<file path="config.mk">
export PLATFORM = sky130hd
export DESIGN_NAME = fsqd_mul
export DESIGN_NICKNAME = d
export VERILOG_FILES = /design/src/design/assert_macros.svh /design/src/design/fsqd_pkg.sv /design/src/design/fsqd_mul.sv
export SDC_FILE = /design/constraint.sdc
export NUM_CORES = 2
export LEC_CHECK = 0
export BUFFER_PORTS_ARGS = -buffer_cell sky130_fd_sc_hd__buf_2
export CAP_MARGIN = 25
export CORE_AREA = 2 2 240 336
export CTS_CLUSTER_DIAMETER = 60
export DETAILED_ROUTE_END_ITERATION = 8
export DIE_AREA = 0 0 242 338
export SLEW_MARGIN = 30
export SYNTH_ARGS = -nofsm -noshare
export SYNTH_HDL_FRONTEND = slang
export SYNTH_SLANG_ARGS = --single-unit
</file>
<file path="constraint.sdc">
create_clock -name clk_i -period 7.4 [get_ports clk_i]
set_clock_uncertainty 0.05 [all_clocks]
set_input_delay 0.37 -clock clk_i [delete_from_list [all_inputs] [get_ports clk_i]]
set_output_delay 0.37 -clock clk_i [all_outputs]
set_load 0.02 [all_outputs]
</file>
<file path="src/design/assert_macros.svh">
// ----------------------------------------------------------------------------
// assert_macros.svh
// Assertion wrappers used by the distance core; compiled away when
// NO_ASSERTIONS is set.
// ----------------------------------------------------------------------------
`ifndef ASSERT_MACROS_SVH
`define ASSERT_MACROS_SVH

`ifndef NO_ASSERTIONS

// clocked property, disabled while reset is low
`define FSQD_ASSERT(lbl, clk, rstn, prop, msg) \
  lbl: assert property (@(posedge clk) disable iff (!rstn) prop) else $error(msg);

// clocked property that holds in reset as well
`define FSQD_ASSERT_ALWAYS(lbl, clk, prop, msg) \
  lbl: assert property (@(posedge clk) prop) else $error(msg);

`else

`define FSQD_ASSERT(lbl, clk, rstn, prop, msg)
`define FSQD_ASSERT_ALWAYS(lbl, clk, prop, msg)

`endif

`endif

</file>
<file path="src/design/fsqd_pkg.sv">
`timescale 1ns / 1ps
// ----------------------------------------------------------------------------
// fsqd_pkg
// Constants and helpers for the approximate distance pipeline: float
// constants, leading-zero count and round-to-nearest-even packing.
// ----------------------------------------------------------------------------
package fsqd_pkg;

  localparam logic [31:0] MAGIC_ROOT   = 32'h5f3759df;
  localparam logic [31:0] FP_HALF      = 32'h3f000000;
  localparam logic [31:0] FP_THREE_HLF = 32'h3fc00000;
  localparam logic [31:0] FP_DFLT_NAN  = 32'hffc00000;
  localparam logic [30:0] WHOLE_MAX    = 31'h7fffffff;
  localparam int unsigned DIV_STEPS    = 28;

  // Early-out result of a float operation
  typedef struct packed {
    logic        hit;
    logic [31:0] value;
  } fsqd_spec_t;

  // Count leading zeros of a 48-bit word (48 for zero)
  function automatic logic [5:0] lzc48(input logic [47:0] v);
    logic [5:0] n;
    logic       found;
    n     = 6'd48;
    found = 1'b0;
    for (int i = 47; i >= 0; i--) begin
      if (!found && v[i]) begin
        n     = 6'(47 - i);
        found = 1'b1;
      end
    end
    return n;
  endfunction

  // Round to nearest even and pack; ef is the biased exponent, at least 1
  function automatic logic [31:0] round_pack(input logic sign, input logic [10:0] ef,
                                             input logic [23:0] m, input logic g,
                                             input logic st);
    logic        inc;
    logic [24:0] mr;
    logic [10:0] e2;
    logic [31:0] r;
    inc = g & (st | m[0]);
    mr  = {1'b0, m} + {24'b0, inc};
    e2  = ef + {10'b0, mr[24]};
    if (e2 >= 11'd255) begin
      r = {sign, 8'hff, 23'b0};
    end else if (mr[24]) begin
      r = {sign, e2[7:0], 23'b0};
    end else if (mr[23]) begin
      r = {sign, e2[7:0], mr[22:0]};
    end else begin
      r = {sign, 8'b0, mr[22:0]};
    end
    return r;
  endfunction

endpackage

</file>
<file path="src/design/fsqd_mul.sv">
`timescale 1ns / 1ps
// ----------------------------------------------------------------------------
// fsqd_mul
// Three-stage single-precision multiplier, round to nearest even, with
// subnormal operands and results. Stages: multiply, count zeros, shift/round.
// ----------------------------------------------------------------------------
module fsqd_mul (
  input  logic        clk_i,
  input  logic        en_i,
  input  logic [31:0] a_i,
  input  logic [31:0] b_i,
  output logic [31:0] p_o
);

  // stage 1: classify and multiply significands
  logic [7:0]          ea, eb;
  logic [9:0]          eea, eeb;
  logic                a_nan, b_nan, a_inf, b_inf, a_zero, b_zero, sgn;
  fsqd_pkg::fsqd_spec_t spec_d;

  fsqd_pkg::fsqd_spec_t s1_spec_q;
  logic                 s1_sign_q;
  logic signed [10:0]   s1_base_q;
  logic [47:0]          s1_prod_q;

  always_comb begin
    ea     = a_i[30:23];
    eb     = b_i[30:23];
    eea    = (ea == 8'd0) ? 10'd1 : {2'b0, ea};
    eeb    = (eb == 8'd0) ? 10'd1 : {2'b0, eb};
    a_nan  = (ea == 8'hff) && (a_i[22:0] != 23'd0);
    b_nan  = (eb == 8'hff) && (b_i[22:0] != 23'd0);
    a_inf  = (ea == 8'hff) && (a_i[22:0] == 23'd0);
    b_inf  = (eb == 8'hff) && (b_i[22:0] == 23'd0);
    a_zero = (a_i[30:0] == 31'd0);
    b_zero = (b_i[30:0] == 31'd0);
    sgn    = a_i[31] ^ b_i[31];
    spec_d = '{hit: 1'b1, value: 32'd0};
    if (a_nan) begin
      spec_d.value = a_i | 32'h0040_0000;
    end else if (b_nan) begin
      spec_d.value = b_i | 32'h0040_0000;
    end else if ((a_inf && b_zero) || (a_zero && b_inf)) begin
      spec_d.value = fsqd_pkg::FP_DFLT_NAN;
    end else if (a_inf || b_inf) begin
      spec_d.value = {sgn, 8'hff, 23'b0};
    end else if (a_zero || b_zero) begin
      spec_d.value = {sgn, 31'b0};
    end else begin
      spec_d.hit = 1'b0;
    end
  end

  always_ff @(posedge clk_i) begin
    if (en_i) begin
      s1_spec_q <= spec_d;
      s1_sign_q <= sgn;
      s1_base_q <= $signed({1'b0, eea}) + $signed({1'b0, eeb}) - 11'sd126;
      s1_prod_q <= {(ea != 8'd0), a_i[22:0]} * {(eb != 8'd0), b_i[22:0]};
    end
  end

  // stage 2: pick the normalizing shift, clamped at the subnormal limit
  logic [5:0]         lz;
  logic signed [10:0] tmp, ls_d, ef_d;

  fsqd_pkg::fsqd_spec_t s2_spec_q;
  logic                 s2_sign_q;
  logic signed [10:0]   s2_ls_q, s2_ef_q;
  logic [47:0]          s2_prod_q;

  always_comb begin
    lz  = fsqd_pkg::lzc48(s1_prod_q);
    tmp = s1_base_q - $signed({5'b0, lz});
    if (tmp >= 11'sd1) begin
      ls_d = $signed({5'b0, lz});
      ef_d = tmp;
    end else begin
      ls_d = s1_base_q - 11'sd1;
      ef_d = 11'sd1;
    end
  end

  always_ff @(posedge clk_i) begin
    if (en_i) begin
      s2_spec_q <= s1_spec_q;
      s2_sign_q <= s1_sign_q;
      s2_ls_q   <= ls_d;
      s2_ef_q   <= ef_d;
      s2_prod_q <= s1_prod_q;
    end
  end

  // stage 3: shift, round and pack
  logic [10:0] rs;
  logic [95:0] wide;
  logic [47:0] x;
  logic        xs;
  logic [31:0] res_d;
  logic [31:0] p_q;

  always_comb begin
    rs   = 11'(-s2_ls_q);
    wide = '0;
    xs   = 1'b0;
    if (!s2_ls_q[10]) begin
      x = s2_prod_q << s2_ls_q[5:0];
    end else if (rs >= 11'd48) begin
      x  = '0;
      xs = |s2_prod_q;
    end else begin
      wide = {s2_prod_q, 48'b0} >> rs[5:0];
      x    = wide[95:48];
      xs   = |wide[47:0];
    end
    if (s2_spec_q.hit) begin
      res_d = s2_spec_q.value;
    end else begin
      res_d = fsqd_pkg::round_pack(s2_sign_q, s2_ef_q, x[47:24], x[23], (|x[22:0]) | xs);
    end
  end

  always_ff @(posedge clk_i) begin
    if (en_i) begin
      p_q <= res_d;
    end
  end

  assign p_o = p_q;

endmodule

</file>
# Yosys cells after proc, flatten, opt, wreduce, memory -nomap -nowiden

Index checks and enable logic that the tools add are counted.

Flip-flop bits (word level): 229
Bits in latches: 0
RAM bits: 0
Bits in read-only memories: 0
Input port bits: 66
Output and inout port bits: 32
Memories kept: 0

Add/sub/neg operators: 7
$mul: 1
Div/mod/pow operators: 0
Order comparisons: 3
Equality and inequality tests: 2
Shift operators: 2
Multiplexer cells: 112
Bitwise logic cells: 4
Reduce and logical (&&, ||, !) cells: 118

Operators by type and width:

| cell                                                                                 | number |
|---|---|
| 6-bit two-way mux                                                                    | 49 |
| 32-bit two-way mux                                                                   | 6 |
| 48-bit two-way mux                                                                   | 2 |
| 48-bit OR reduction                                                                  | 2 |
| 96-bit by 6-bit >> shifter with 96-bit output                                        | 1 |
| 31-bit two-way mux                                                                   | 3 |
| 31-bit zero test                                                                     | 2 |
| 1-bit logical AND                                                                    | 53 |
| 1-bit two-way mux                                                                    | 50 |
| 24-bit by 24-bit multiplier with 48-bit output                                       | 1 |
| 48-bit by 6-bit left shift with 48-bit output                                        | 1 |
| 1-bit zero test                                                                      | 47 |
| 23-bit zero test                                                                     | 2 |
| 23-bit nonzero test                                                                  | 2 |
| 24-bit by 1-bit adder with 25-bit output                                             | 1 |
| 23-bit OR reduction                                                                  | 1 |
| 8-bit equality test, second input constant                                           | 2 |
| 8-bit zero test                                                                      | 2 |
| 8-bit two-way mux                                                                    | 2 |
| 8-bit nonzero test                                                                   | 2 |
| 11-bit by 1-bit adder with 11-bit output                                             | 1 |
| 11-bit by 2-bit greater-or-equal comparator with 1-bit output, second input constant | 1 |
| 11-bit by 6-bit greater-or-equal comparator with 1-bit output, second input constant | 1 |
| 11-bit by 8-bit greater-or-equal comparator with 1-bit output, second input constant | 1 |
| other kinds (11)                                                                     | 14 |

# Depth between registers and ports, before layout

Depth after elaboration: 145
Depth in mapped cells: 32
Gate-level depth less buffers: 26

# Worst setup path before layout

OpenSTA, ideal clock, no wires.

Path type: reg-to-reg
From: reg s2_ls_q[0]
To: reg p_q[5] (netlist: p_o[5]) (data pin)
Setup time: 253 ps
Arrival: 7,006 ps
Setup slack: 91 ps
Cell stages (with the launch flop): 32
Buffers on the path: 9
Cell sequence: edfxtp_1 buf_6 buf_6 inv_2 buf_2 buf_2 buf_2 clkbuf_1 ha_1 or3b_2 xnor2_1 buf_2 mux4_2 a2bb2oi_1 o21a_1 nor2_1 ha_1 and2_0 and3_1 buf_2 and4_1 ha_1 ha_1 inv_1 nand3_1 o21ai_0 a21oi_1 o41ai_1 a41o_1 buf_4 nand2b_1 nand2_1

Cells in the longest elaborated chain, start to end: 13

RTL lines:

| item                                                                                                                           | RTL line                         | text |
|---|---|---|
| from (decl)                                                                                                                    | fsqd_mul.sv:69                   | `logic signed [10:0] s2_ls_q, s2_ef_q;` |
| from (signal assigned)                                                                                                         | fsqd_mul.sv:88                   | `s2_ls_q <= ls_d;` |
| 11-bit negation                                                                                                                | fsqd_mul.sv:103                  | `rs = 11'(-s2_ls_q);` |
| 96-bit by 6-bit >> shifter with 96-bit output or 11-bit by 6-bit greater-or-equal comparator with 1-bit output (tied branches) | fsqd_mul.sv:112, fsqd_mul.sv:108 |  |
| 48-bit OR reduction or 48-bit two-way mux (tied branches)                                                                      | fsqd_mul.sv:114, fsqd_mul.sv:108 |  |
| 1-bit two-way mux or 48-bit two-way mux (tied branches)                                                                        | fsqd_mul.sv:108, fsqd_mul.sv:106 |  |
| 1-bit two-way mux or 23-bit OR reduction (tied branches)                                                                       | fsqd_mul.sv:106, fsqd_mul.sv:119 |  |
| 1-bit OR                                                                                                                       | fsqd_mul.sv:119                  | `res_d = fsqd_pkg::round_pack(s2_sign_q, s2_ef_q, x[47:24], x[23], (\|x[22:0]) \| xs);` |
| 1-bit OR                                                                                                                       | fsqd_pkg.sv:45                   | `inc = g & (st \| m[0]);` |
| 1-bit AND                                                                                                                      | fsqd_pkg.sv:45                   |  |
| 24-bit by 1-bit adder with 25-bit output (*)                                                                                   | fsqd_pkg.sv:46                   | `mr = {1'b0, m} + {24'b0, inc};` |
| 11-bit by 1-bit adder with 11-bit output or 31-bit two-way mux (tied branches)                                                 | fsqd_pkg.sv:47, fsqd_pkg.sv:52   |  |
| 11-bit by 8-bit greater-or-equal comparator with 1-bit output or 31-bit two-way mux (tied branches)                            | fsqd_pkg.sv:48, fsqd_pkg.sv:50   |  |
| 31-bit two-way mux (*)                                                                                                         | fsqd_pkg.sv:48                   | `if (e2 >= 11'd255) begin` |
| 32-bit two-way mux (*)                                                                                                         | fsqd_mul.sv:116                  | `if (s2_spec_q.hit) begin` |
| net res_d[5]                                                                                                                   | fsqd_mul.sv:99                   | `logic [31:0] res_d;` |
| to (signal assigned)                                                                                                           | fsqd_mul.sv:125                  | `p_q <= res_d;` |
| to (decl)                                                                                                                      | fsqd_mul.sv:100                  | `logic [31:0] p_q;` |

The timed path passes the listed nets; every way through them passes the cells marked *.
A chain may end at the register's enable or synchronous reset.

# Worst setup path in the final report

From: reg s2_ls_q[1]
To: reg p_q[5] (netlist: p_o[5]) (data pin)

The elaborated chain is that of the path after synthesis.

==> summary.md <==
| Metric | Value |
|---|---|
| P&R area growth vs syn | `8.52%` |
| Global-route usage over all layers | `0.278` |
| Capturing point of the worst reg2reg path | `p_o[5]` |
| Post-synthesis cell count | `3,704` |
| Clock Sinks | `228` |
| Setup TNS | `0 ps` |
| CTS root buf | `clkbuf_16` |
| Worst Max-Slew Pin Slew | `946 ps` |
| FF+latch count, synth | `228` |
| Final ANT Viol Nets | `0` |
| DR pass1 iterations | `6` |
| CTS tree | `done` |
| Final Instance Area | `approximately 38,000 um2` |
| Initial antenna violation count | `6` |
| Worst Hold Class | `input port to register` |
| Slew HR | `0.363` |
| Post-CTS setup buffer count | `0` |
| Hold path start | `a_i[31]` |
| Share of layout cells above drive strength 1 | `0.125` |
| Max Slew Vio Count | `0` |
| Min Clock Period, post-route | `~7000 ps` |
| Filler instances | `7,632` |
| CTS buffer count | `23` |
| Chip height | `338 um` |
| Final Cycle Share | `0.948` |
| Worst skew pair latency | `530 ps` |
| Synth Warn # | `0` |
| Nets | `approximately 4,500` |
| Worst EP required | `7630 ps` |
| Fmax | `143 MHz` |
| Initial DRC Count | `1,838` |
| R2R Setup Slk | `a little under 400 ps` |
| Top cell type's share of synthesized area | `0.276` |
| Share of async-settable or async-resettable flops after synthesis | `0` |
| Synth top area cells | `fa_1, edfxtp_1, ha_1, nand2_1, inv_1` |
| Critical path cell sequence | `clkinv_1 > ha_2 > mux4_2 > and2_1 > o21ai_0 > a2111oi_1 > buf_4 > or4_1 > nand4_1 > nor4_4 > and4_1 > ha_1 > ha_1 > inv_1 > o21ai_0 > a21oi_1 > o41ai_1 > buf_4 > a41o_1 > buf_4 > nand2b_1 > nand2_1` |
| IO Pins | `98` |
| Net count after synthesis | `between 4,000 and 5,000` |
| RePlAce Congestion | `0.987` |
| Clock transition at the registers of the reported paths | `70 ps` |
| Input/output buffers | `97` |
| Count of cell types in the netlist | `94` |
| EDFF count, synth | `228` |
| Primary FF master, synth | `edfxtp_1` |
| Slowest CP cell | `ha_2` |
| Critical Path Sink Type | `register` |
| Largest stage delay, worst path | `~880 ps` |
| RR Startpoint | `s2_ls_q[1]` |
| CTS max path bufs | `3` |
| ANT cells | `0` |
| Die Width | `242 um` |
| Min Hold Slack | `152 ps` |
| Largest net degree at the start of global routing | `84` |
| Hold Vio Cnt, Final | `0` |
| Sequential fraction of the synthesis area | `0.195` |
| DP Wirelength | `93.7 mm` |
| Hold path endpoint | `s1_sign_q` |
| Hold Crit Depth | `2` |
| Kind of critical path | `register to register` |
| Routed wire length | `between 100 and 150 mm` |
| R2R depth | `22` |
| Post-DR vias/cell | `between 5 and 6` |
| Vias in the first global route | `28,234` |
| Mapped Area | `35,100 um2` |
| Max-cap violations | `0` |
| # rows | `between 100 and 150` |
| Post-DR wirelength/cell | `between 20 and 25 um` |
| Yosys top cell by area | `fa_1` |
| Status | `finished, final reports clean` |
| Final setup vio count | `0` |
| Avg Inst Size Synth | `between 9 and 10 um2` |
| First-pass GRT wire length | `171 mm` |
| Post-DP Area | `37,300 um2` |
| RSZ-0062 raised after global routing | `no` |
| Starting density of the core | `0.446` |
| H-tree depth | `1` |
| Total congestion overflow | `0` |
| DRC Markers | `0` |
| Via Count | `approximately 28,000` |
| Hold_buf cts | `0` |
| Worst path most repeated cell | `buf_4` |
| Worst path arrival time | `about 7300 ps` |
| Crit-path max FO | `31` |
| Critical path startpoint category | `register` |
| Resized cells post-CTS | `0` |
| Die area | `81,800 um2` |
| Core area | `78,800 um2` |
-- stage by stage --
step | std cells | setup slack, ps | util
floorplan | 3704 | 91.1 | -
finish | 4803 | 384 | 0.484
global route | 4803 | 37.2 | 0.484
global placement | 4761 | 88.0 | 0.474
CTS | 4803 | 300 | 0.484
detailed placement | 4761 | 5.51 | 0.474
-- kinds of logic (layout without fill, tap and decap cells) --
group / after synthesis / after routing / share of synthesized area
simple gates: 1232 / 1232 / 0.170
buf+inv: 802 / 847 / 0.0897
other cells: 1 / 1 / 0.000107
mux: 217 / 217 / 0.0902
fa+ha+maj: 685 / 685 / 0.347
compound gates: 448 / 448 / 0.0854
flops: 228 / 228 / 0.195
xor+xnor: 91 / 91 / 0.0229
-- worst max-delay path: cells and delay by family (launching register included) --
| family | cells | cell delay (ps) |
|---|---|---|
| buffers and inverters | 5 | 1080 |
| muxes | 1 | 390 |
| and+or+nand+nor | 7 | 1580 |
| DFF | 1 | 440 |
| AOI/OAI and AO/OA | 6 | 1720 |
| adders and majority gates | 3 | 1490 |
-- state kept, by name, indices dropped and copies added, names as in the netlist --
| name | count |
|---|---|
| s1_prod_q | 48 |
| p_o | 32 |
| s2_ef_q | 11 |
| s2_sign_q | 1 |
| s2_ls_q | 11 |
| s2_prod_q | 48 |
| s1_base_q | 10 |
| s1_spec_q | 33 |
| s2_spec_q | 33 |
| s1_sign_q | 1 |
-- cell usage in the layout, fill, tap and decap left out, types with 50 or more instances in the layout --
cell type	instances
buf_2	96
and2_1	220
nand2_1	575
mux2i_1	95
mux4_2	75
inv_1	536
edfxtp_1	228
a21oi_1	111
fa_1	484
ha_1	199
xnor2_1	62
o21ai_0	92
nand3_1	50
buf_4	153
nor2_1	144
-- final cells by class --
cell class              count  area (um2)  area share
clock buffers              24         579      0.0152
inverters                 539        2020      0.0530
clock inverters            18         235     0.00617
repair buffers            266        1960      0.0513
flip-flops and latches    228        6850       0.180
well taps                1054        1320      0.0346
multi-input cells        2674       25200       0.660
-- routing by layer --
| layer | global-route usage | vias up | share of wire |
|---|---|---|---|
| met3 | 0.0269 | 368 | 0.050 |
| li1 | - | 12294 | - |
| met4 | 0.200 | 4 | 0.087 |
| met5 | 0 | - | 0.00024 |
| met1 | 0.294 | 13845 | 0.34 |
| met2 | 0.518 | 1061 | 0.52 |
-- cell usage after synthesis (7+ instances only) --
cell and instances:
a211oi_1 23, a21o_1 23, a21oi_1 111, a22oi_1 10, a31oi_1 20, and2_1 220
and3_1 16, and4_1 7, buf_1 9, buf_2 41, buf_4 8, buf_6 8
clkbuf_1 197, edfxtp_1 228, fa_1 484, ha_1 200, inv_1 536, mux2_2 46
mux2i_1 95, mux4_2 75, nand2_1 575, nand2b_1 22, nand3_1 50, nand4_1 29
nor2_1 144, nor2b_1 19, nor3_1 41, nor4_1 46, o211ai_1 12, o21a_1 14
o21ai_0 92, o21bai_1 10, o221ai_1 12, o22ai_1 18, o2bb2ai_1 7, o31ai_1 10
or2_2 10, or3_1 10, or4_1 8, xnor2_1 63, xor2_1 27
-- how the worst max path moves through the flow --
stage,end,cells past startpoint,slack (ps),start
global route,s1_prod_q[44],25,40,a_i[30]
detailed placement,s1_prod_q[46],25,6,a_i[30]
floorplan,p_o[5],31,90,s2_ls_q[0]
CTS,p_o[5],22,300,s2_ls_q[1]
global placement,s1_prod_q[46],25,90,a_i[26]
finish,p_o[5],22,380,s2_ls_q[1]
Power is not shown: default switching activity piles up to over one toggle a cycle in this logic, so the estimate is an artifact.
