$ cat src/design/assert_macros.svh
// ----------------------------------------------------------------------------
// assert_macros.svh
// Assertion wrappers used by the distance core; compiled away when
// NO_ASSERTIONS is set.
// ----------------------------------------------------------------------------
`ifndef ASSERT_MACROS_SVH
`define ASSERT_MACROS_SVH

`ifndef NO_ASSERTIONS

// clocked property, disabled while reset is low
`define FSQD_ASSERT(lbl, clk, rstn, prop, msg) \
  lbl: assert property (@(posedge clk) disable iff (!rstn) prop) else $error(msg);

// clocked property that holds in reset as well
`define FSQD_ASSERT_ALWAYS(lbl, clk, prop, msg) \
  lbl: assert property (@(posedge clk) prop) else $error(msg);

`else

`define FSQD_ASSERT(lbl, clk, rstn, prop, msg)
`define FSQD_ASSERT_ALWAYS(lbl, clk, prop, msg)

`endif

`endif

$ cat src/design/fsqd_pkg.sv
`timescale 1ns / 1ps
// ----------------------------------------------------------------------------
// fsqd_pkg
// Constants and helpers for the approximate distance pipeline: float
// constants, leading-zero count and round-to-nearest-even packing.
// ----------------------------------------------------------------------------
package fsqd_pkg;

  localparam logic [31:0] MAGIC_ROOT   = 32'h5f3759df;
  localparam logic [31:0] FP_HALF      = 32'h3f000000;
  localparam logic [31:0] FP_THREE_HLF = 32'h3fc00000;
  localparam logic [31:0] FP_DFLT_NAN  = 32'hffc00000;
  localparam logic [30:0] WHOLE_MAX    = 31'h7fffffff;
  localparam int unsigned DIV_STEPS    = 28;

  // Early-out result of a float operation
  typedef struct packed {
    logic        hit;
    logic [31:0] value;
  } fsqd_spec_t;

  // Count leading zeros of a 48-bit word (48 for zero)
  function automatic logic [5:0] lzc48(input logic [47:0] v);
    logic [5:0] n;
    logic       found;
    n     = 6'd48;
    found = 1'b0;
    for (int i = 47; i >= 0; i--) begin
      if (!found && v[i]) begin
        n     = 6'(47 - i);
        found = 1'b1;
      end
    end
    return n;
  endfunction

  // Round to nearest even and pack; ef is the biased exponent, at least 1
  function automatic logic [31:0] round_pack(input logic sign, input logic [10:0] ef,
                                             input logic [23:0] m, input logic g,
                                             input logic st);
    logic        inc;
    logic [24:0] mr;
    logic [10:0] e2;
    logic [31:0] r;
    inc = g & (st | m[0]);
    mr  = {1'b0, m} + {24'b0, inc};
    e2  = ef + {10'b0, mr[24]};
    if (e2 >= 11'd255) begin
      r = {sign, 8'hff, 23'b0};
    end else if (mr[24]) begin
      r = {sign, e2[7:0], 23'b0};
    end else if (mr[23]) begin
      r = {sign, e2[7:0], mr[22:0]};
    end else begin
      r = {sign, 8'b0, mr[22:0]};
    end
    return r;
  endfunction

endpackage

$ cat src/design/fsqd_add.sv
`timescale 1ns / 1ps
// ----------------------------------------------------------------------------
// fsqd_add
// Three-stage single-precision adder/subtractor, round to nearest even, with
// subnormals. Stages: order and align, add and count zeros, shift and round.
// ----------------------------------------------------------------------------
module fsqd_add (
  input  logic        clk_i,
  input  logic        en_i,
  input  logic        sub_i,
  input  logic [31:0] a_i,
  input  logic [31:0] b_i,
  output logic [31:0] s_o
);

  // stage 1: classify, order by magnitude, align the smaller operand
  logic [31:0]          bn, big, lil;
  logic                 a_nan, b_nan, a_inf, b_inf;
  logic [9:0]           eeb, eel, dexp;
  logic [23:0]          sigb, sigl;
  logic [53:0]          awide;
  logic [26:0]          al;
  fsqd_pkg::fsqd_spec_t spec_d;

  fsqd_pkg::fsqd_spec_t s1_spec_q;
  logic                 s1_sign_q, s1_effsub_q;
  logic [9:0]           s1_e_q;
  logic [26:0]          s1_big_q, s1_lil_q;

  always_comb begin
    bn     = {b_i[31] ^ sub_i, b_i[30:0]};
    a_nan  = (a_i[30:23] == 8'hff) && (a_i[22:0] != 23'd0);
    b_nan  = (b_i[30:23] == 8'hff) && (b_i[22:0] != 23'd0);
    a_inf  = (a_i[30:23] == 8'hff) && (a_i[22:0] == 23'd0);
    b_inf  = (b_i[30:23] == 8'hff) && (b_i[22:0] == 23'd0);
    spec_d = '{hit: 1'b1, value: 32'd0};
    if (a_nan) begin
      spec_d.value = a_i | 32'h0040_0000;
    end else if (b_nan) begin
      spec_d.value = b_i | 32'h0040_0000;
    end else if (a_inf && b_inf && (a_i[31] != bn[31])) begin
      spec_d.value = fsqd_pkg::FP_DFLT_NAN;
    end else if (a_inf) begin
      spec_d.value = a_i;
    end else if (b_inf) begin
      spec_d.value = bn;
    end else begin
      spec_d.hit = 1'b0;
    end
    if (bn[30:0] > a_i[30:0]) begin
      big = bn;
      lil = a_i;
    end else begin
      big = a_i;
      lil = bn;
    end
    eeb   = (big[30:23] == 8'd0) ? 10'd1 : {2'b0, big[30:23]};
    eel   = (lil[30:23] == 8'd0) ? 10'd1 : {2'b0, lil[30:23]};
    sigb  = {(big[30:23] != 8'd0), big[22:0]};
    sigl  = {(lil[30:23] != 8'd0), lil[22:0]};
    dexp  = eeb - eel;
    awide = '0;
    if (dexp >= 10'd27) begin
      al = {26'b0, |sigl};
    end else begin
      awide = {sigl, 3'b0, 27'b0} >> dexp[4:0];
      al    = awide[53:27] | {26'b0, |awide[26:0]};
    end
  end

  always_ff @(posedge clk_i) begin
    if (en_i) begin
      s1_spec_q   <= spec_d;
      s1_sign_q   <= big[31];
      s1_effsub_q <= big[31] ^ lil[31];
      s1_e_q      <= eeb;
      s1_big_q    <= {sigb, 3'b0};
      s1_lil_q    <= al;
    end
  end

  // stage 2: add or subtract, then choose the normalizing shift
  logic [27:0] sum;
  logic [5:0]  lz, want, ls_d;
  logic [9:0]  lim, e_d;

  fsqd_pkg::fsqd_spec_t s2_spec_q;
  logic                 s2_sign_q, s2_effsub_q, s2_zero_q;
  logic [27:0]          s2_sum_q;
  logic [5:0]           s2_ls_q;
  logic [9:0]           s2_e_q;

  always_comb begin
    if (s1_effsub_q) begin
      sum = {1'b0, s1_big_q} - {1'b0, s1_lil_q};
    end else begin
      sum = {1'b0, s1_big_q} + {1'b0, s1_lil_q};
    end
    lz   = fsqd_pkg::lzc48({sum, 20'b0});
    want = lz - 6'd1;
    lim  = s1_e_q - 10'd1;
    if ({4'b0, want} <= lim) begin
      ls_d = want;
    end else begin
      ls_d = lim[5:0];
    end
    if (sum[27]) begin
      ls_d = 6'd0;
      e_d  = s1_e_q + 10'd1;
    end else begin
      e_d  = s1_e_q - {4'b0, ls_d};
    end
  end

  always_ff @(posedge clk_i) begin
    if (en_i) begin
      s2_spec_q   <= s1_spec_q;
      s2_sign_q   <= s1_sign_q;
      s2_effsub_q <= s1_effsub_q;
      s2_zero_q   <= (sum == 28'd0);
      s2_sum_q    <= sum;
      s2_ls_q     <= ls_d;
      s2_e_q      <= e_d;
    end
  end

  // stage 3: shift, round and pack
  logic [26:0] x;
  logic [31:0] res_d;
  logic [31:0] s_q;

  always_comb begin
    if (s2_sum_q[27]) begin
      x = {s2_sum_q[27:2], s2_sum_q[1] | s2_sum_q[0]};
    end else begin
      x = s2_sum_q[26:0] << s2_ls_q;
    end
    if (s2_spec_q.hit) begin
      res_d = s2_spec_q.value;
    end else if (s2_zero_q) begin
      // exact zero keeps a sign only when both operands carried it
      res_d = {s2_sign_q & ~s2_effsub_q, 31'b0};
    end else begin
      res_d = fsqd_pkg::round_pack(s2_sign_q, {1'b0, s2_e_q}, x[26:3], x[2], x[1] | x[0]);
    end
  end

  always_ff @(posedge clk_i) begin
    if (en_i) begin
      s_q <= res_d;
    end
  end

  assign s_o = s_q;

endmodule

$ cat config.mk
export PLATFORM = sky130hd
export DESIGN_NAME = fsqd_add
export DESIGN_NICKNAME = d
export VERILOG_FILES = /design/src/design/assert_macros.svh /design/src/design/fsqd_pkg.sv /design/src/design/fsqd_add.sv
export SDC_FILE = /design/constraint.sdc
export NUM_CORES = 1
export LEC_CHECK = 0
export BUFFER_PORTS_ARGS = -buffer_cell sky130_fd_sc_hd__clkbuf_2
export CORE_ASPECT_RATIO = 0.5
export CORE_MARGIN = 8
export CORE_UTILIZATION = 55
export DETAILED_ROUTE_END_ITERATION = 8
export MAX_ROUTING_LAYER = met4
export PLACE_DENSITY = 0.75
export RECOVER_POWER = 100
export SLEW_MARGIN = 20
export SYNTH_ARGS = -nofsm -noshare
export SYNTH_HDL_FRONTEND = slang
export SYNTH_SLANG_ARGS = --single-unit
$ cat constraint.sdc
create_clock -name clk_i -period 6.4 [get_ports clk_i]
set_input_delay 0 -clock clk_i [delete_from_list [all_inputs] [get_ports clk_i]]
set_output_delay 0 -clock clk_i [all_outputs]
set_load 0.005 [all_outputs]
Word-level counts from Yosys, hierarchy flattened:

Cells that the tools add are included.

* flip-flop bits (word level): 208
* input bits: 67

* add/subtract/negate cells: 9
* order comparisons: 4
* equal/unequal tests: 3
* shifts and indexed selects: 2
* muxes and demuxes: 75
* bitwise operators: 9
* reductions and logical operators: 73

Operator list (number)
* 2-to-1 mux 32 bit: 9
* 2-to-1 mux 6 bit: 29
* 2-to-1 mux 31 bit: 3
* >> shifter 54 x 5 -> 54 bit: 1
* logical NOT 23 bit: 2
* nonzero test 23 bit: 2
* logical AND 1 bit: 33
* > comparator 31 bit: 1
* 2-to-1 mux 1 bit: 29
* adder 27 x 27 -> 28 bit: 1
* logical NOT 28 bit: 1
* 2-to-1 mux 28 bit: 1
* subtractor 27 x 27 -> 28 bit: 1
* logical NOT 1 bit: 27
* 2-to-1 mux 27 bit: 1
* bitwise OR 27 x 1 -> 27 bit: 1
* OR reduction 27 bit: 1
* left shift 27 x 6 -> 27 bit: 1
* adder 24 x 1 -> 25 bit: 1
* OR reduction 24 bit: 1
* == test 8 bit, second input constant: 2
* logical NOT 8 bit: 2
* 2-to-1 mux 8 bit: 2
* nonzero test 8 bit: 2
* other kinds (17): 21

Depth between registers and ports, before layout:

Gate-level depths: netlist (run 1).

* depth after elaboration: 89
* gate-level depth with buffers: 40

Least setup slack after synthesis (run 1):

OpenSTA, ideal clock, no wires.

* path kind: register -> register
* start: register s1_big_q[10]
* end: register s2_e_q[7] (data pin)
* library setup time: 0.264 ns
* data arrival time: 6.574 ns
* data required time: 6.136 ns
* setup slack: -0.438 ns
* stages on the path, launching flop included: 39
* path buffers: 2
* path through: edfxtp_1 > ha_1 > buf_2 > inv_1 > nor3_1 > or2_2 > o21ai_1 > a2111oi_2 > o21a_1 > or4_4 > a2111oi_2 > nand4_1 > a31o_1 > nand3_2 > inv_1 > ha_1 > inv_1 > ha_1 > (+3 left out) > o21ai_0 > nand2b_1 > a21oi_1 > a211oi_1 > clkbuf_1 > nor2_1 > a21oi_1 > inv_1 > ha_1 > nor2b_1 > o21ai_0 > nand2b_1 > and2_1 > o21ai_0 > nand2b_1 > a21oi_1 > a32oi_1 > xnor2_1

* word-level cells in the longest chain between the ends: 89
* elaborated cells on any way between the ends: 117
* classes of those cells: add/sub: 4; order compare: 1; mux: 58; reduce/logical: 54

RTL lines
* from (decl): line fsqd_add.sv:28 `logic [26:0] s1_big_q, s1_lil_q;`
* from (signal assigned): line fsqd_add.sv:77 `s1_big_q <= {sigb, 3'b0};`
* adder 27 x 27 -> 28 bit / subtractor 27 x 27 -> 28 bit (equally long branches): line fsqd_add.sv:97, fsqd_add.sv:95
* 2-to-1 mux 28 bit *: line fsqd_add.sv:94 `if (s1_effsub_q) begin`
* 2-to-1 mux 1 bit: line fsqd_pkg.sv:29 `if (!found && v[i]) begin`
* logical NOT 1 bit: line fsqd_pkg.sv:29
* logical AND 1 bit: line fsqd_pkg.sv:29
* 2-to-1 mux 1 bit: line fsqd_pkg.sv:29
* logical NOT 1 bit: line fsqd_pkg.sv:29
* logical AND 1 bit: line fsqd_pkg.sv:29
* (+74 left out)
* logical AND 1 bit: line fsqd_pkg.sv:29
* 2-to-1 mux 6 bit: line fsqd_pkg.sv:29
* subtractor 6 x 1 -> 6 bit: line fsqd_add.sv:100 `want = lz - 6'd1;`
* <= comparator 6 x 10 -> 1 bit: line fsqd_add.sv:102 `if ({4'b0, want} <= lim) begin`
* 2-to-1 mux 6 bit: line fsqd_add.sv:102
* subtractor 10 x 6 -> 10 bit: line fsqd_add.sv:111 `e_d = s1_e_q - {4'b0, ls_d};`
* 2-to-1 mux 10 bit *: line fsqd_add.sv:107 `if (sum[27]) begin`
* named net e_d[7]: line fsqd_add.sv:85 `logic [9:0] lim, e_d;`
* to (signal assigned): line fsqd_add.sv:123 `s2_e_q <= e_d;`
* to (decl): line fsqd_add.sv:91 `logic [9:0] s2_e_q;`

The timed path passes the listed nets; every way through them passes the cells marked *.
A chain may end at the register's enable or synchronous reset.

Worst setup path in the final report (run 1):

* start: register s1_big_q[3]
* end: register s2_e_q[5] (data pin)

* elaborated cells on any way between the ends: 117
* classes of those cells: add/sub: 4; order compare: 1; mux: 58; reduce/logical: 54

RTL lines
* adder 27 x 27 -> 28 bit / subtractor 27 x 27 -> 28 bit (equally long branches): line fsqd_add.sv:97, fsqd_add.sv:95
* 2-to-1 mux 28 bit *: line fsqd_add.sv:94
* named net sum[11]: line fsqd_add.sv:83 `logic [27:0] sum;`
* logical AND 1 bit *: line fsqd_pkg.sv:29
* 2-to-1 mux 1 bit: line fsqd_pkg.sv:29
* logical NOT 1 bit: line fsqd_pkg.sv:29
* logical AND 1 bit: line fsqd_pkg.sv:29
* 2-to-1 mux 1 bit: line fsqd_pkg.sv:29
* (+28 left out)
* logical AND 1 bit: line fsqd_pkg.sv:29
* 2-to-1 mux 6 bit *: line fsqd_pkg.sv:29
* subtractor 6 x 1 -> 6 bit *: line fsqd_add.sv:100
* <= comparator 6 x 10 -> 1 bit: line fsqd_add.sv:102
* 2-to-1 mux 6 bit *: line fsqd_add.sv:102
* subtractor 10 x 6 -> 10 bit *: line fsqd_add.sv:111
* 2-to-1 mux 10 bit *: line fsqd_add.sv:107
* named net e_d[5]: line fsqd_add.sv:85

Marks and branches as above.

==> report_table.html, run 1 <==
<table>
<tr><th>Metric</th><th>Value</th></tr>
<tr><th colspan="2">Worst setup path</th></tr>
<tr><td>Worst path depth</td><td>37</td></tr>
<tr><td>Start of the worst register-to-register path</td><td>s1_big_q[3]</td></tr>
<tr><td>Largest fanout of any net on the critical path</td><td>6</td></tr>
<tr><td>Critical Path Start</td><td>s1_big_q[3]</td></tr>
<tr><td>Critical path endpoint</td><td>s2_e_q[5]</td></tr>
<tr><td>FF-to-FF path depth</td><td>37</td></tr>
<tr><td>Worst stage delay on the critical path</td><td>0.49 ns</td></tr>
<tr><td>Worst reg2reg path endpoint</td><td>s2_e_q[5]</td></tr>
<tr><td>Critical-path top delay cell</td><td>sky130_fd_sc_hd__edfxtp_1</td></tr>
<tr><td>Endpoint arrival time on the critical path</td><td>7.20 ns</td></tr>
<tr><td>Dominant delay contributor by cell family on the critical path</td><td>compound AO/OA/AOI/OAI gates</td></tr>
<tr><td>Start-to-end type of the worst setup path</td><td>reg2reg</td></tr>
<tr><td>Worst setup slack for register-to-register paths</td><td>-0.54 ns</td></tr>
<tr><td>Sum of buffers and inverters on the critical path</td><td>4</td></tr>
<tr><td>Kind of capture point of the worst setup path</td><td>flop</td></tr>
<tr><td>Data required, critical path</td><td>6.66 ns</td></tr>
<tr><td>Critical path startpoint category</td><td>flop</td></tr>
<tr><th colspan="2">Synth</th></tr>
<tr><td>Leading cell types by total area after synthesis</td><td>sky130_fd_sc_hd__edfxtp_1 (34%), sky130_fd_sc_hd__ha_1 (7.4%), sky130_fd_sc_hd__nand2_1 (3.9%), sky130_fd_sc_hd__a21oi_1 (3.6%), sky130_fd_sc_hd__o21ai_0 (3.4%)</td></tr>
<tr><td>Part of the Yosys area used for sequential elements</td><td>34.4%</td></tr>
<tr><td>Synth async-reset ratio</td><td>0%</td></tr>
<tr><td>Average instance area after synthesis</td><td>9.29 µm²</td></tr>
<tr><td>Post-synthesis instance total</td><td>1937</td></tr>
<tr><td>Post-synthesis cell area</td><td>18000 µm²</td></tr>
<tr><td>Cell type with the highest aggregate area in the netlist</td><td>sky130_fd_sc_hd__edfxtp_1</td></tr>
<tr><td>Leading cell types by count after synthesis</td><td>sky130_fd_sc_hd__edfxtp_1 (206), sky130_fd_sc_hd__nand2_1 (189), sky130_fd_sc_hd__nor2_1 (156)</td></tr>
<tr><td>Synth Net Count</td><td>2114</td></tr>
<tr><td>Top-count cell post-synth</td><td>sky130_fd_sc_hd__edfxtp_1</td></tr>
<tr><td>YS warnings</td><td>0</td></tr>
<tr><td>Number of flops mapped to enable cells by yosys</td><td>206</td></tr>
<tr><td>Post-synth top flop</td><td>sky130_fd_sc_hd__edfxtp_1</td></tr>
<tr><td>Register bit count reported by yosys</td><td>206</td></tr>
<tr><td>Fraction of synthesized cell area taken by the top area cell type</td><td>34.4%</td></tr>
<tr><td>Number of different library cells in the post-synthesis netlist</td><td>115</td></tr>
<tr><th colspan="2">Route</th></tr>
<tr><td>Mean number of vias per cell</td><td>6.51</td></tr>
<tr><td>Post-DRT Antenna Nets</td><td>0</td></tr>
<tr><td>Routed wire length per instance</td><td>24.0 µm</td></tr>
<tr><td>Via count</td><td>18.1k</td></tr>
<tr><td>Number of search-and-repair iterations in the first detailed-routing pass</td><td>8</td></tr>
<tr><td>Detailed Route WL</td><td>66.5 mm</td></tr>
<tr><td>DRC viols</td><td>0</td></tr>
<tr><td>DRC marker count from the first detailed-route iteration</td><td>2838</td></tr>
<tr><th colspan="2">Clocking</th></tr>
<tr><td>Num CTS Buffers</td><td>20</td></tr>
<tr><td>Number of H-tree levels</td><td>1</td></tr>
<tr><td>Clock slew seen by the registers of the worst setup and hold paths</td><td>0.07 ns</td></tr>
<tr><td>CTS sink cnt</td><td>206</td></tr>
<tr><td>Max Root-Sink Buffers</td><td>3</td></tr>
<tr><td>Clock root buffer master</td><td>sky130_fd_sc_hd__clkbuf_16</td></tr>
<tr><td>CTS tree</td><td>built</td></tr>
<tr><td>Worst skew pair latency</td><td>0.53 ns</td></tr>
<tr><th colspan="2">Placed design</th></tr>
<tr><td>Worst setup slack before clock tree synthesis</td><td>-0.785 ns</td></tr>
<tr><td>Detailed Place HPWL</td><td>51.5 mm</td></tr>
<tr><td>RD Place Congestion</td><td>1.04</td></tr>
<tr><td>Dpl cell area</td><td>21100 µm²</td></tr>
<tr><td>Port Buffer Count</td><td>98</td></tr>
<tr><th colspan="2">Cells and area</th></tr>
<tr><td>Fraction of final layout cells sized beyond drive strength 1</td><td>27.8%</td></tr>
<tr><td>Number of nets in the finished design</td><td>2505</td></tr>
<tr><td>Cell area after layout</td><td>22700 µm²</td></tr>
<tr><td>Syn-to-layout area delta</td><td>25.9%</td></tr>
<tr><th colspan="2">Global routing</th></tr>
<tr><td>First-pass GRT wire length</td><td>98.6 mm</td></tr>
<tr><td>Antenna violations before repair</td><td>4</td></tr>
<tr><td>Largest net degree at the start of global routing</td><td>77</td></tr>
<tr><td>Via count of the first global-routing pass</td><td>16.6k</td></tr>
<tr><td>Overflow left after global routing</td><td>0</td></tr>
<tr><td>GRT Util Overall</td><td>33.1%</td></tr>
<tr><th colspan="2">Floorplanning</th></tr>
<tr><td>Number of placement rows</td><td>46</td></tr>
<tr><td>Standard cell core area</td><td>31900 µm²</td></tr>
<tr><td>DIE WIDTH</td><td>272 µm</td></tr>
<tr><td>Floorplan die area</td><td>39100 µm²</td></tr>
<tr><td>Starting density of the core</td><td>56.3%</td></tr>
<tr><td>Die H</td><td>144 µm</td></tr>
<tr><td>Count of boundary I/O pins</td><td>99</td></tr>
<tr><th colspan="2">Power</th></tr>
<tr><td>Ratio of total power to cell area</td><td>359 nW/µm²</td></tr>
<tr><td>Pleak</td><td>9.38 nW</td></tr>
<tr><td>Peak ir drop on the vdd network</td><td>282 µV</td></tr>
<tr><th colspan="2">STA</th></tr>
<tr><td>Min Clock Period, post-route</td><td>6.94 ns</td></tr>
<tr><td>Count of pins over their slew limit</td><td>248</td></tr>
<tr><td>Highest Clock Rate</td><td>144 MHz</td></tr>
<tr><td>Final WS setup</td><td>-0.541 ns</td></tr>
<tr><td>Final period utilization</td><td>108%</td></tr>
<tr><td>Worst slew slack as a fraction of its limit</td><td>-166%</td></tr>
<tr><td>Final clock skew</td><td>0.0183 ns</td></tr>
<tr><td>Transition time at the pin with the least slew margin</td><td>3.99 ns</td></tr>
<tr><td>Final hold violation count</td><td>0</td></tr>
<tr><td>Setup repair after global routing missed its margin</td><td>yes</td></tr>
<tr><td>Final setup viols</td><td>8</td></tr>
<tr><th colspan="2">Min path</th></tr>
<tr><td>Hold crit path type</td><td>in2reg</td></tr>
<tr><th colspan="2">Outcome</th></tr>
<tr><td>Violated checks</td><td>capacitance limit, slew limit, setup timing</td></tr>
<tr><td>Run status</td><td>complete, but fails checks</td></tr>
<tr><th colspan="2">Job</th></tr>
<tr><td>Max-cap violations</td><td>4</td></tr>
</table>
==> report_power, final <==
part | internal [W] | switching, W
sequential | 0.00173 | 0.000195
combinational | 0.00222 | 0.00277
clock | 0.000701 | 0.000528
==> through the flow <==
step / TNS (ns) / hold WS [ns] / power, W / cells / utilization (%)
after floorplan: -0.0161 / 0.112 / 0.00458 / 1937 / -
after global placement: -4.16 / 0.335 / 0.00635 / 2685 / 66.0
after detailed placement: -5.19 / 0.361 / 0.00638 / 2686 / 66.1
after CTS: -2.05 / 0.00266 / 0.00774 / 2762 / 69.7
after global routing: -6.09 / 0.0101 / 0.00851 / 2778 / 71.0
final: -3.43 / 0.0108 / 0.00815 / 2778 / 71.0
==> cells by family (layout without fill, tap and decap cells) <==
family / Yosys count / in the layout / synth area share, %
adders and majority gates: 110 / 110 / 7.77
DFF: 206 / 206 / 34.4
buffers and inverters: 235 / 639 / 5.85
other: 0 / 4 / 0
xor gates and xnor gates: 62 / 62 / 3.14
muxes: 104 / 104 / 8.59
AOI/OAI and AO/OA: 592 / 592 / 22.8
and+or+nand+nor: 628 / 629 / 17.5
==> final cells by class <==
| type | instances | area [µm²] |
|---|---|---|
| clock buffers | 23 | 512 |
| inverters | 129 | 489 |
| repair buffers | 474 | 3360 |
| flip-flops and latches | 206 | 6190 |
| multi-input cells | 1497 | 11400 |
| diodes | 4 | 10.0 |
| fillers | 2423 | 9280 |
| well taps | 432 | 541 |
| clock inverters | 13 | 153 |
==> flip-flops by register name, indices dropped and copies added, names as in the netlist <==
signal,cells
s2_sign_q,1
s1_sign_q,1
s2_effsub_q,1
s1_e_q,8
s1_lil_q,27
s2_spec_q,33
s1_spec_q,33
s2_e_q,10
s_o,32
s2_sum_q,28
s1_big_q,24
s2_zero_q,1
s2_ls_q,6
s1_effsub_q,1
==> worst reg2reg max path, delay by kind of cell (launching register included) <==
kind	cells	cell delay, ns
compound gates	15	2.37
xor+xnor	2	0.30
fa+ha+maj	5	1.30
buf+inv	4	0.42
flops	1	0.49
simple gates	11	1.79
==> worst min-delay path by stage <==
| stage | from | to | slack [ns] | cells after the start |
|---|---|---|---|---|
| 2_1_floorplan | en_i | s1_big_q[10] | 0.11 | 0 |
| 3_3_place_gp | a_i[31] | s1_sign_q | 0.33 | 3 |
| 5_1_grt | a_i[17] | s1_big_q[20] | 0.01 | 3 |
| 6_report | b_i[16] | s1_big_q[19] | 0.01 | 3 |
| 4_1_cts | b_i[12] | s1_big_q[15] | 0.003 | 3 |
| 3_5_place_dp | a_i[31] | s1_sign_q | 0.36 | 3 |
==> layout by cell type, fill, tap and decap left out, drive strengths merged, types with 31 or more instances in the layout <==
cell type / instances
a21oi: 129
a22o: 53
a31oi: 31
buf: 350
clkbuf: 128
edfxtp: 206
ha: 107
inv: 127
mux2i: 53
mux4: 36
nand2: 191
nand3: 61
nor2: 157
nor3: 49
o211ai: 31
o21ai: 135
xnor2: 38
==> what timing repair did <==
action / 4_1_cts / 5_1_grt
hold endpoints to repair: 18 / 0
gates resized for setup: 28 / 68
gates cloned: 0 / 1
endpoints found under the setup margin: 9 / 28
setup buffers: 21 / 12
pin swaps: 26 / 60
hold buffers: 19 / 0
==> per-layer routing <==
metal	up-vias	share of wire, %	track usage [%]
met5	-	0	-
met4	0	3.8	10.6
met3	191	12	5.59
met2	1202	43	49.3
met1	8519	42	45.8
li1	8162	-	-
No activity file was read; power rests on OpenSTA's default activity.
==> run 2, diff against run 1 <==
TNS_END_PERCENT = 50   (was not set)
==> run 2 against run 1 <==
Against the previous run:
- the flow still finishes with violations (capacitance limit, slew limit, setup timing)
- global-route usage unchanged
- flip-flop and latch count unchanged
- power unchanged
- setup slack unchanged
- utilization stayed put
- die area stayed put
- sequential share of layout area unchanged
- first-iteration DRC count stayed put
- critical path type unchanged
- critical endpoint unchanged
- largest power group unchanged
- highest routed layer unchanged
==> report_table.html, run 2 (synthesis results as in run 1) <==
<table>
<tr><th>Metric</th><th>Value</th></tr>
<tr><th colspan="2">Global routing</th></tr>
<tr><td>Antenna violations before repair</td><td>4</td></tr>
<tr><td>First-pass GRT wire length</td><td>98.6 mm</td></tr>
<tr><td>Via count of the first global-routing pass</td><td>16.6k</td></tr>
<tr><td>Overflow left after global routing</td><td>0</td></tr>
<tr><td>GRT Util Overall</td><td>33.1%</td></tr>
<tr><td>Largest net degree at the start of global routing</td><td>77</td></tr>
<tr><th colspan="2">Floorplanning</th></tr>
<tr><td>Count of boundary I/O pins</td><td>99</td></tr>
<tr><td>Number of placement rows</td><td>46</td></tr>
<tr><td>Standard cell core area</td><td>31900 µm²</td></tr>
<tr><td>Die H</td><td>144 µm</td></tr>
<tr><td>Starting density of the core</td><td>56.3%</td></tr>
<tr><td>Floorplan die area</td><td>39100 µm²</td></tr>
<tr><td>DIE WIDTH</td><td>272 µm</td></tr>
<tr><th colspan="2">STA</th></tr>
<tr><td>Min Clock Period, post-route</td><td>6.94 ns</td></tr>
<tr><td>Count of pins over their slew limit</td><td>248</td></tr>
<tr><td>Final clock skew</td><td>0.0183 ns</td></tr>
<tr><td>Final setup viols</td><td>8</td></tr>
<tr><td>Final hold violation count</td><td>0</td></tr>
<tr><td>Worst slew slack as a fraction of its limit</td><td>-166%</td></tr>
<tr><td>Setup repair after global routing missed its margin</td><td>yes</td></tr>
<tr><td>Final period utilization</td><td>108%</td></tr>
<tr><td>Worst hold-check slack</td><td>0.0108 ns</td></tr>
<tr><td>Highest Clock Rate</td><td>144 MHz</td></tr>
<tr><td>Final WS setup</td><td>-0.541 ns</td></tr>
<tr><td>Transition time at the pin with the least slew margin</td><td>3.99 ns</td></tr>
<tr><th colspan="2">Cells and area</th></tr>
<tr><td>Cell area after layout</td><td>22700 µm²</td></tr>
<tr><td>Most frequent cells in the layout</td><td>sky130_fd_sc_hd__buf_4 (342), sky130_fd_sc_hd__edfxtp_1 (206), sky130_fd_sc_hd__nand2_1 (188), sky130_fd_sc_hd__nor2_1 (154), sky130_fd_sc_hd__inv_1 (118)</td></tr>
<tr><td>Most common cell after layout, fill and taps aside</td><td>sky130_fd_sc_hd__buf_4</td></tr>
<tr><td>Number of nets in the finished design</td><td>2505</td></tr>
<tr><td>Syn-to-layout area delta</td><td>25.9%</td></tr>
<tr><td>Fraction of final layout cells sized beyond drive strength 1</td><td>27.8%</td></tr>
<tr><td>Fin cells</td><td>2778</td></tr>
<tr><th colspan="2">Placed design</th></tr>
<tr><td>RD Place Congestion</td><td>1.04</td></tr>
<tr><td>Worst setup slack before clock tree synthesis</td><td>-0.785 ns</td></tr>
<tr><td>Port Buffer Count</td><td>98</td></tr>
<tr><td>Dpl cell area</td><td>21100 µm²</td></tr>
<tr><td>Dpl cells</td><td>2686</td></tr>
<tr><td>Detailed Place HPWL</td><td>51.5 mm</td></tr>
<tr><th colspan="2">Worst setup path</th></tr>
<tr><td>Critical-path top delay cell</td><td>sky130_fd_sc_hd__edfxtp_1</td></tr>
<tr><td>Critical path startpoint category</td><td>flop</td></tr>
<tr><td>Start-to-end type of the worst setup path</td><td>reg2reg</td></tr>
<tr><td>Worst stage delay on the critical path</td><td>0.49 ns</td></tr>
<tr><td>Data required, critical path</td><td>6.66 ns</td></tr>
<tr><td>Endpoint arrival time on the critical path</td><td>7.20 ns</td></tr>
<tr><td>Kind of capture point of the worst setup path</td><td>flop</td></tr>
<tr><td>Largest fanout of any net on the critical path</td><td>6</td></tr>
<tr><th colspan="2">Clocking</th></tr>
<tr><td>Max Root-Sink Buffers</td><td>3</td></tr>
<tr><td>Worst skew pair latency</td><td>0.53 ns</td></tr>
<tr><td>Clock slew seen by the registers of the worst setup and hold paths</td><td>0.07 ns</td></tr>
<tr><td>CTS sink cnt</td><td>206</td></tr>
<tr><td>Clock root buffer master</td><td>sky130_fd_sc_hd__clkbuf_16</td></tr>
<tr><td>Num CTS Buffers</td><td>20</td></tr>
<tr><td>Number of H-tree levels</td><td>1</td></tr>
<tr><td>CTS tree</td><td>built</td></tr>
<tr><th colspan="2">Power</th></tr>
<tr><td>Pleak</td><td>9.38 nW</td></tr>
<tr><td>Peak ir drop on the vdd network</td><td>282 µV</td></tr>
<tr><td>Total power</td><td>0.00815 W</td></tr>
<tr><td>Ratio of total power to cell area</td><td>359 nW/µm²</td></tr>
<tr><th colspan="2">Route</th></tr>
<tr><td>Detailed Route WL</td><td>66.5 mm</td></tr>
<tr><td>DRC viols</td><td>0</td></tr>
<tr><td>Via count</td><td>18.1k</td></tr>
<tr><td>Mean number of vias per cell</td><td>6.51</td></tr>
<tr><td>Number of search-and-repair iterations in the first detailed-routing pass</td><td>8</td></tr>
<tr><td>Post-DRT Antenna Nets</td><td>0</td></tr>
<tr><td>DRC marker count from the first detailed-route iteration</td><td>2838</td></tr>
<tr><td>Routed wire length per instance</td><td>24.0 µm</td></tr>
<tr><th colspan="2">Outcome</th></tr>
<tr><td>Violated checks</td><td>capacitance limit, slew limit, setup timing</td></tr>
<tr><td>Run status</td><td>complete, but fails checks</td></tr>
<tr><th colspan="2">Min path</th></tr>
<tr><td>Hold crit path type</td><td>in2reg</td></tr>
<tr><th colspan="2">Job</th></tr>
<tr><td>Max-cap violations</td><td>4</td></tr>
</table>
## run 2: stage by stage
step                      utilization, %  setup TNS, ns
after floorplan                        -        -0.0161
after global placement              66.0          -4.16
after detailed placement            66.1          -5.19
after CTS                           69.7          -2.05
after global routing                71.0          -6.09
final                               71.0          -3.43
## run 2: area by class of cell
cell class,count,area (µm²)
Antenna cell,4,10.0
Clock buffer,23,512
Clock inverter,13,153
Fill cell,2423,9280
Inverter,129,489
Multi-Input combinational cell,1497,11400
Sequential cell,206,6190
Tap cell,432,541
Timing Repair Buffer,474,3360
## run 2: repair_timing
item,CTS,global route
buffers inserted,21,12
gates resized for setup,28,68
cloned,0,1
pin swaps,26,60
hold buffers,19,0
endpoints found under the hold margin,18,0
endpoints found under the setup margin,9,28
## run 2: report_power, final
part           leakage (nW)  internal [W]  switching (W)
sequential             2.01       0.00173       0.000195
combinational          7.05       0.00222        0.00277
clock                 0.322      0.000701       0.000528
## run 2: path summary, 6_finish.rpt
path | slack, ns | from | cells after the start | endpoint
setup / recovery | -0.54 | s1_big_q[3] | 37 | s2_e_q[5]
hold / removal | 0.01 | b_i[16] | 3 | s1_big_q[19]
setup reg to reg | -0.54 | s1_big_q[3] | 37 | s2_e_q[5]
hold reg to reg | 0.42 | s1_spec_q[27] | 0 | s2_spec_q[27]
## run 2: worst max-delay path, delay by kind of cell, from the launching register on
| kind | cells | cell delay [ns] |
|---|---|---|
| AND/OR/NAND/NOR | 11 | 1.79 |
| XOR/XNOR | 2 | 0.30 |
| flip-flops | 1 | 0.49 |
| buffers and inverters | 4 | 0.42 |
| adder cells (fa/ha/maj) | 5 | 1.30 |
| AO/OA/AOI/OAI | 15 | 2.37 |
## run 2: layer usage
layer	vias to the layer above	share of wire [%]	global-route usage [%]
met4	0	3.8	10.6
met3	191	12	5.59
li1	8162	-	-
met5	-	0	-
met1	8519	42	45.8
met2	1202	43	49.3
